--- src/rtl/core/rdsm_pkg.sv ---
// Shared types and constants for the dot-star regular expression matcher.
// No dependencies.
`default_nettype none

package rdsm_pkg;

  typedef enum logic [1:0] {
    ACT_CLEAR  = 2'd0,
    ACT_APPEND = 2'd1,
    ACT_TEXT   = 2'd2,
    ACT_FINISH = 2'd3
  } action_t;

  localparam logic [7:0] STAR_CHAR = 8'h2A;
  localparam logic [7:0] DOT_CHAR  = 8'h2E;

endpackage

`default_nettype wire

--- src/rtl/core/regex_dot_star_matcher.sv ---
// Dot-star regular expression matcher, top level.
// Depends on rdsm_pkg for the action codes and the special characters.
//
// The block takes one transaction per clock unless in_stall is high. Each one
// is captured in an input register and applied to the match state when it
// leaves that register; a finish transaction also puts its result in an output
// register. The row update for a text byte ripples through runs of starred
// elements across the pattern positions combinationally when the byte is
// applied.
// The input side stalls only while a finish waits behind an undelivered result.
`default_nettype none

module regex_dot_star_matcher #(
  parameter int PATTERN_MAX = 32
) (
  input  wire logic             clk,
  input  wire logic             rst_n,
  input  wire logic             in_valid,
  output logic                  in_stall,
  input  wire rdsm_pkg::action_t in_action,
  input  wire logic [7:0]       in_char_value,
  output logic                  out_valid,
  input  wire logic             out_stall,
  output logic                  out_matched,
  output logic                  out_pattern_fault
);
  import rdsm_pkg::*;

  localparam int ROW_W  = PATTERN_MAX + 1;
  localparam int LEN_W  = $clog2(PATTERN_MAX + 1);
  localparam int ADDR_W = $clog2(PATTERN_MAX);

  logic              s1_valid_r, s1_valid_nxt;
  action_t           s1_action_r;
  logic [7:0]        s1_char_r;
  logic              s1_blocked, s1_fire, in_accept;

  logic [7:0]        pat_r [PATTERN_MAX];
  logic [LEN_W-1:0]  len_r, len_nxt, new_len;
  logic [ROW_W-1:0]  empty_r, empty_nxt, empty_app;
  logic [ROW_W-1:0]  live_r, live_nxt, text_row;
  logic              fault_r, fault_nxt;
  logic              last_star_r, last_star_nxt;
  logic              is_star, append_bad, append_ok, match_bit;

  logic              out_valid_r, out_valid_nxt;
  logic              out_matched_r, out_fault_r;

  assign s1_blocked = (s1_action_r == ACT_FINISH) && out_valid_r && out_stall;
  assign s1_fire    = s1_valid_r && !s1_blocked;
  assign in_stall   = s1_valid_r && s1_blocked;
  assign in_accept  = in_valid && !in_stall;

  assign s1_valid_nxt = in_accept ? 1'b1 : (s1_fire ? 1'b0 : s1_valid_r);

  always_ff @(posedge clk) begin
    if (!rst_n) begin
      s1_valid_r <= 1'b0;
    end else begin
      s1_valid_r <= s1_valid_nxt;
    end
  end

  always_ff @(posedge clk) begin
    if (in_accept) begin
      s1_action_r <= in_action;
      s1_char_r   <= in_char_value;
    end
  end

  assign is_star    = (s1_char_r == STAR_CHAR);
  assign append_bad = (len_r == LEN_W'(PATTERN_MAX)) ||
                      (is_star && ((len_r == '0) || last_star_r));
  assign append_ok  = s1_fire && (s1_action_r == ACT_APPEND) && !append_bad;
  assign new_len    = len_r + LEN_W'(1);

  always_ff @(posedge clk) begin
    if (append_ok) begin
      pat_r[len_r[ADDR_W-1:0]] <= s1_char_r;
    end
  end

  assign empty_app[0] = empty_r[0];
  assign text_row[0]  = 1'b0;

  for (genvar j = 1; j <= PATTERN_MAX; j++) begin : g_pos
    logic active;
    logic p_fits;
    assign active = (LEN_W'(j) <= len_r);
    assign p_fits = (pat_r[j-1] == DOT_CHAR) || (pat_r[j-1] == s1_char_r);
    if (j >= 2) begin : g_star
      logic e_fits;
      logic p_star;
      assign p_star = (pat_r[j-1] == STAR_CHAR);
      assign e_fits = (pat_r[j-2] == DOT_CHAR) || (pat_r[j-2] == s1_char_r);
      assign empty_app[j] = (LEN_W'(j) == new_len) ? (is_star && empty_r[j-2]) : empty_r[j];
      assign text_row[j]  = active && (p_star ? (text_row[j-2] || (e_fits && live_r[j]))
                                              : (p_fits && live_r[j-1]));
    end else begin : g_first
      assign empty_app[j] = (LEN_W'(j) == new_len) ? 1'b0 : empty_r[j];
      assign text_row[j]  = active && p_fits && live_r[j-1];
    end
  end

  always_comb begin
    match_bit = 1'b0;
    for (int j = 0; j <= PATTERN_MAX; j++) begin
      if (LEN_W'(j) == len_r) begin
        match_bit = live_r[j];
      end
    end
  end

  always_comb begin
    len_nxt       = len_r;
    empty_nxt     = empty_r;
    live_nxt      = live_r;
    fault_nxt     = fault_r;
    last_star_nxt = last_star_r;
    if (s1_fire) begin
      case (s1_action_r)
        ACT_CLEAR: begin
          len_nxt       = '0;
          empty_nxt     = ROW_W'(1);
          live_nxt      = ROW_W'(1);
          fault_nxt     = 1'b0;
          last_star_nxt = 1'b0;
        end
        ACT_APPEND: begin
          if (append_bad) begin
            fault_nxt = 1'b1;
          end else begin
            len_nxt       = new_len;
            empty_nxt     = empty_app;
            live_nxt      = empty_app;
            last_star_nxt = is_star;
          end
        end
        ACT_TEXT: begin
          live_nxt = text_row;
        end
        default: begin
          live_nxt = empty_r;
        end
      endcase
    end
  end

  always_ff @(posedge clk) begin
    if (!rst_n) begin
      len_r       <= '0;
      empty_r     <= ROW_W'(1);
      live_r      <= ROW_W'(1);
      fault_r     <= 1'b0;
      last_star_r <= 1'b0;
    end else begin
      len_r       <= len_nxt;
      empty_r     <= empty_nxt;
      live_r      <= live_nxt;
      fault_r     <= fault_nxt;
      last_star_r <= last_star_nxt;
    end
  end

  assign out_valid_nxt = (s1_fire && (s1_action_r == ACT_FINISH)) ? 1'b1 :
                         (out_stall ? out_valid_r : 1'b0);

  always_ff @(posedge clk) begin
    if (!rst_n) begin
      out_valid_r <= 1'b0;
    end else begin
      out_valid_r <= out_valid_nxt;
    end
  end

  always_ff @(posedge clk) begin
    if (s1_fire && (s1_action_r == ACT_FINISH)) begin
      out_matched_r <= !fault_r && match_bit;
      out_fault_r   <= fault_r;
    end
  end

  assign out_valid         = out_valid_r;
  assign out_matched       = out_matched_r;
  assign out_pattern_fault = out_fault_r;

endmodule

`default_nettype wire

--- config.mk ---
export PLATFORM = sky130hd
export DESIGN_NAME = regex_dot_star_matcher
export DESIGN_NICKNAME = d
export VERILOG_FILES = /design/src/rtl/core/rdsm_pkg.sv /design/src/rtl/core/regex_dot_star_matcher.sv
export SDC_FILE = /design/constraint.sdc
export NUM_CORES = 1
export LEC_CHECK = 0
export ABC_CLOCK_PERIOD_IN_PS = 3500
export BUFFER_PORTS_ARGS = -buffer_cell sky130_fd_sc_hd__buf_2
export CAP_MARGIN = 10
export CORE_ASPECT_RATIO = 0.6
export CORE_UTILIZATION = 57
export CTS_CLUSTER_DIAMETER = 100
export DETAILED_ROUTE_END_ITERATION = 7
export HOLD_SLACK_MARGIN = 0.02
export PLACE_DENSITY = 0.76
export SLEW_MARGIN = 20
export SYNTH_ARGS = -nofsm -noshare
export SYNTH_HDL_FRONTEND = slang
export SYNTH_SLANG_ARGS = --single-unit
--- constraint.sdc ---
create_clock -name clk -period 3.5 [get_ports clk]
set_clock_uncertainty 0.1 [all_clocks]
set_input_delay 0.525 -clock clk [delete_from_list [all_inputs] [get_ports clk]]
set_output_delay 0.525 -clock clk [all_outputs]
set_load 0.03 [all_outputs]
==> results.ini <==
[critical_path]
arrival_ns = 3.56
reg2reg_from = len_r[1]$_SDFFE_PN0P_
crit_end = out_matched$_DFFE_PP_
crit_chain = inv_1 -> ha_1 -> and3_1 -> a211oi_1 -> o31ai_1 -> a31oi_1 -> o32ai_1 -> a21oi_1 -> o32ai_2 -> o22ai_1 -> a21oi_1
cp_data_required_time_ns = 3.67
cpMaxStageDelayCell = dfxtp_1
critical-path-max-stage-delay_ns = 0.55
path_delay_family = compound AO/OA/AOI/OAI gates
regToRegEndpoint = out_matched$_DFFE_PP_
startpoint_type = flip-flop
worstSetupEndpointType = flip-flop
critPathMaxFanout = 13
rrSetupSlack_ns = 0.12
critPathKind = flip-flop to flip-flop
startpoint = len_r[1]$_SDFFE_PN0P_
rr_worst_depth = 11
crit_cells = 11
path_common_cell = a21oi_1
crit_buf_inv = 1

[routing]
vias_per_cell = 6.51
drt_iter0_drc = 1836
drc = 0
routed_wl_um = 54600
ant_nets = 0
wire_per_inst_um = 24.2
dr_total_vias = 14700
drtPass1Iterations = 8

[global_route]
grtUsageTotal_pct = 33.8
grtUsageMet1_pct = 50.5
grt_busiest_layer = met1
grt_pass1_wl_um = 83700
antenna_found_initial = 0
met3_usage_pct = 9.20
grt.met2_usage_pct = 48.5
gr-total-overflow = 0
grt_pass1_vias = 14000
grt_max_degree = 49

[die]
initial_utilization_pct = 58.0
coreArea_sq_mm = 0.0312
rows = 50
fp.dieH_um = 140
io_pins = 18
die_width_um = 232
dieArea_sq_mm = 0.0325

[sta]
tightestPinTransition_ns = 0.868
hold_ws_ns = 0.0555
min_period_ns = 3.38
fmax_ghz = 0.296
rsz0062_at_grt = false
setup_viol = 0
slew_headroom_pct = 42.0
finalMaxSlewViolations = 0
fin_setup_tns_ns = 0
fin_crit_sh_pct = 96.7
finalHoldViolations = 0

[synthesis]
yosys_warnings = 0
synth_common_cells = edfxtp_1 (268), xnor2_1 (242), nand2_1 (160)
yosys-top-cells-area = edfxtp_1 (44%), xnor2_1 (12%), dfxtp_1 (8.4%)
synth_edf_count = 268
synth.most_common_cell = edfxtp_1
synthCells = 1736
postSynthAreaPerCell_sq_um = 10.4
syn-num-nets = 1756
synth_area_sq_mm = 0.0181
ys_ff_latch = 344
yosysSeqAreaShare_pct = 52.8
synth_cell_type_count = 77
synth_top_area_share_pct = 44.4
synth_top_cell_by_area = edfxtp_1
ys.flop_type = edfxtp_1
async_flop_share_pct = 0

[run]
max_cap_violations = 0

[final_layout]
area_growth_pct = 13.5
final_nets = 1838
num_antenna_cells = 0
drive_gt1_share_pct = 11.5
stdcell_count = 2259
fin_area_sq_mm = 0.0205

[power_and_ir_drop]
powerDensity_mw_per_mm2 = 422
clkPwrFrac_pct = 42.0
switching_share_pct = 23.4
p_sw_mw = 2.03
p_seq_share_pct = 51.7
p_leak_nw = 6.34
p_int_mw = 6.64
combPwrFrac_pct = 6.4
vdd_drop_max_v = 0.000472
p_total_mw = 8.66

[clock_network]
clockRootBuffer = clkbuf_16
postCtsHoldBufs = 0
cts_tree = built
clk_transition_reported_paths_ns = 0.07
clkLatencyLatePin_ns = 0.54
numCtsBuffers = 34
clock-sinks = 344
htree_levels = 2
cts_resized = 0
post-cts-setup-buffers = 0
clock_path_buffers = 3

[place]
placed_cell_area_sq_mm = 0.0194
place_inst = 2198
hpwl_um = 38800
io_buffers = 17
finalWeightedCongestion = 1.04

[outcome]
status = completed

[hold_path]
hold_path_class = primary input to flip-flop

-- cells by family (layout without fill, tap and decap cells) --
group	Yosys count	after routing	share of synthesized area, %
simple gates	561	561	16.0
xor+xnor	258	258	12.5
flops	344	344	52.8
buf+inv	137	244	3.08
compound gates	425	425	14.9
mux	5	5	0.297
fa+ha+maj	6	6	0.414
-- area by class of cell --
class / instances / area, sq um
clock buffer: 40 / 895
clock inverter: 21 / 183
fill: 2394 / 10700
inverter: 43 / 161
multi-input combinational: 1255 / 8020
sequential: 344 / 9570
tap: 416 / 520
timing repair buffer: 140 / 1200
-- how the worst min path moves through the flow --
stage | from | to | slack (ns) | depth (start not counted)
finish | in_char_value[4] | s1_char_r[4]$_DFFE_PP_ | 0.06 | 1
global route | in_char_value[4] | s1_char_r[4]$_DFFE_PP_ | 0.05 | 1
CTS | in_char_value[4] | s1_char_r[4]$_DFFE_PP_ | 0.04 | 1
detailed placement | empty_r[1]$_SDFFE_PN0P_ | empty_r[1]$_SDFFE_PN0P_ | 0.34 | 2
global placement | empty_r[1]$_SDFFE_PN0P_ | empty_r[1]$_SDFFE_PN0P_ | 0.33 | 2
floorplan | empty_r[1]$_SDFFE_PN0P_ | empty_r[1]$_SDFFE_PN0P_ | 0.32 | 2
-- sequential cells by signal, indices dropped and copies added, names as in the netlist --
register	flops
live_r	33
fault_r	1
len_r	6
s1_char_r	8
out_matched	1
out_valid	1
s1_valid_r	1
out_pattern_fault	1
s1_action_r	2
empty_r	33
pat_r	256
last_star_r	1
-- power groups by stage --
stage	Combinational, mW	Sequential (mW)	Clock, mW
6_report	0.554	4.48	3.63
5_1_grt	0.586	4.48	3.80
4_1_cts	0.542	4.47	3.66
3_5_place_dp	0.539	4.56	0
3_3_place_gp	0.526	4.56	0
2_1_floorplan	0.329	4.56	0
-- layout by cell type (no fill, tap or decap), types with 42 or more instances in the layout --
cell type / netlist / layout
dfxtp_1: 76 / 76
nand4_1: 104 / 104
o21ai_0: 90 / 90
buf_4: 0 / 108
a21boi_0: 47 / 47
inv_1: 42 / 42
nor2_1: 113 / 113
edfxtp_1: 268 / 268
nand2_1: 160 / 160
xnor2_1: 242 / 242
a21oi_1: 115 / 113
-- stage by stage --
| stage | util (%) | setup WS [ns] |
|---|---|---|
| 6_report | 65.8 | 0.116 |
| 5_1_grt | 65.8 | 0.000572 |
| 4_1_cts | 65.7 | 0.109 |
| 3_5_place_dp | 62.3 | 0.125 |
| 3_3_place_gp | 62.3 | 0.173 |
| 2_1_floorplan | - | 0.114 |
-- metal layers --
layer,wire (um),share of wire (%),up-vias
met4,1340,2.5,0
met2,22800,42,849
met3,6430,12,104
met1,24100,44,7154
li1,-,-,6598
met5,0,0,-
No activity file was read; power rests on OpenSTA's default activity.
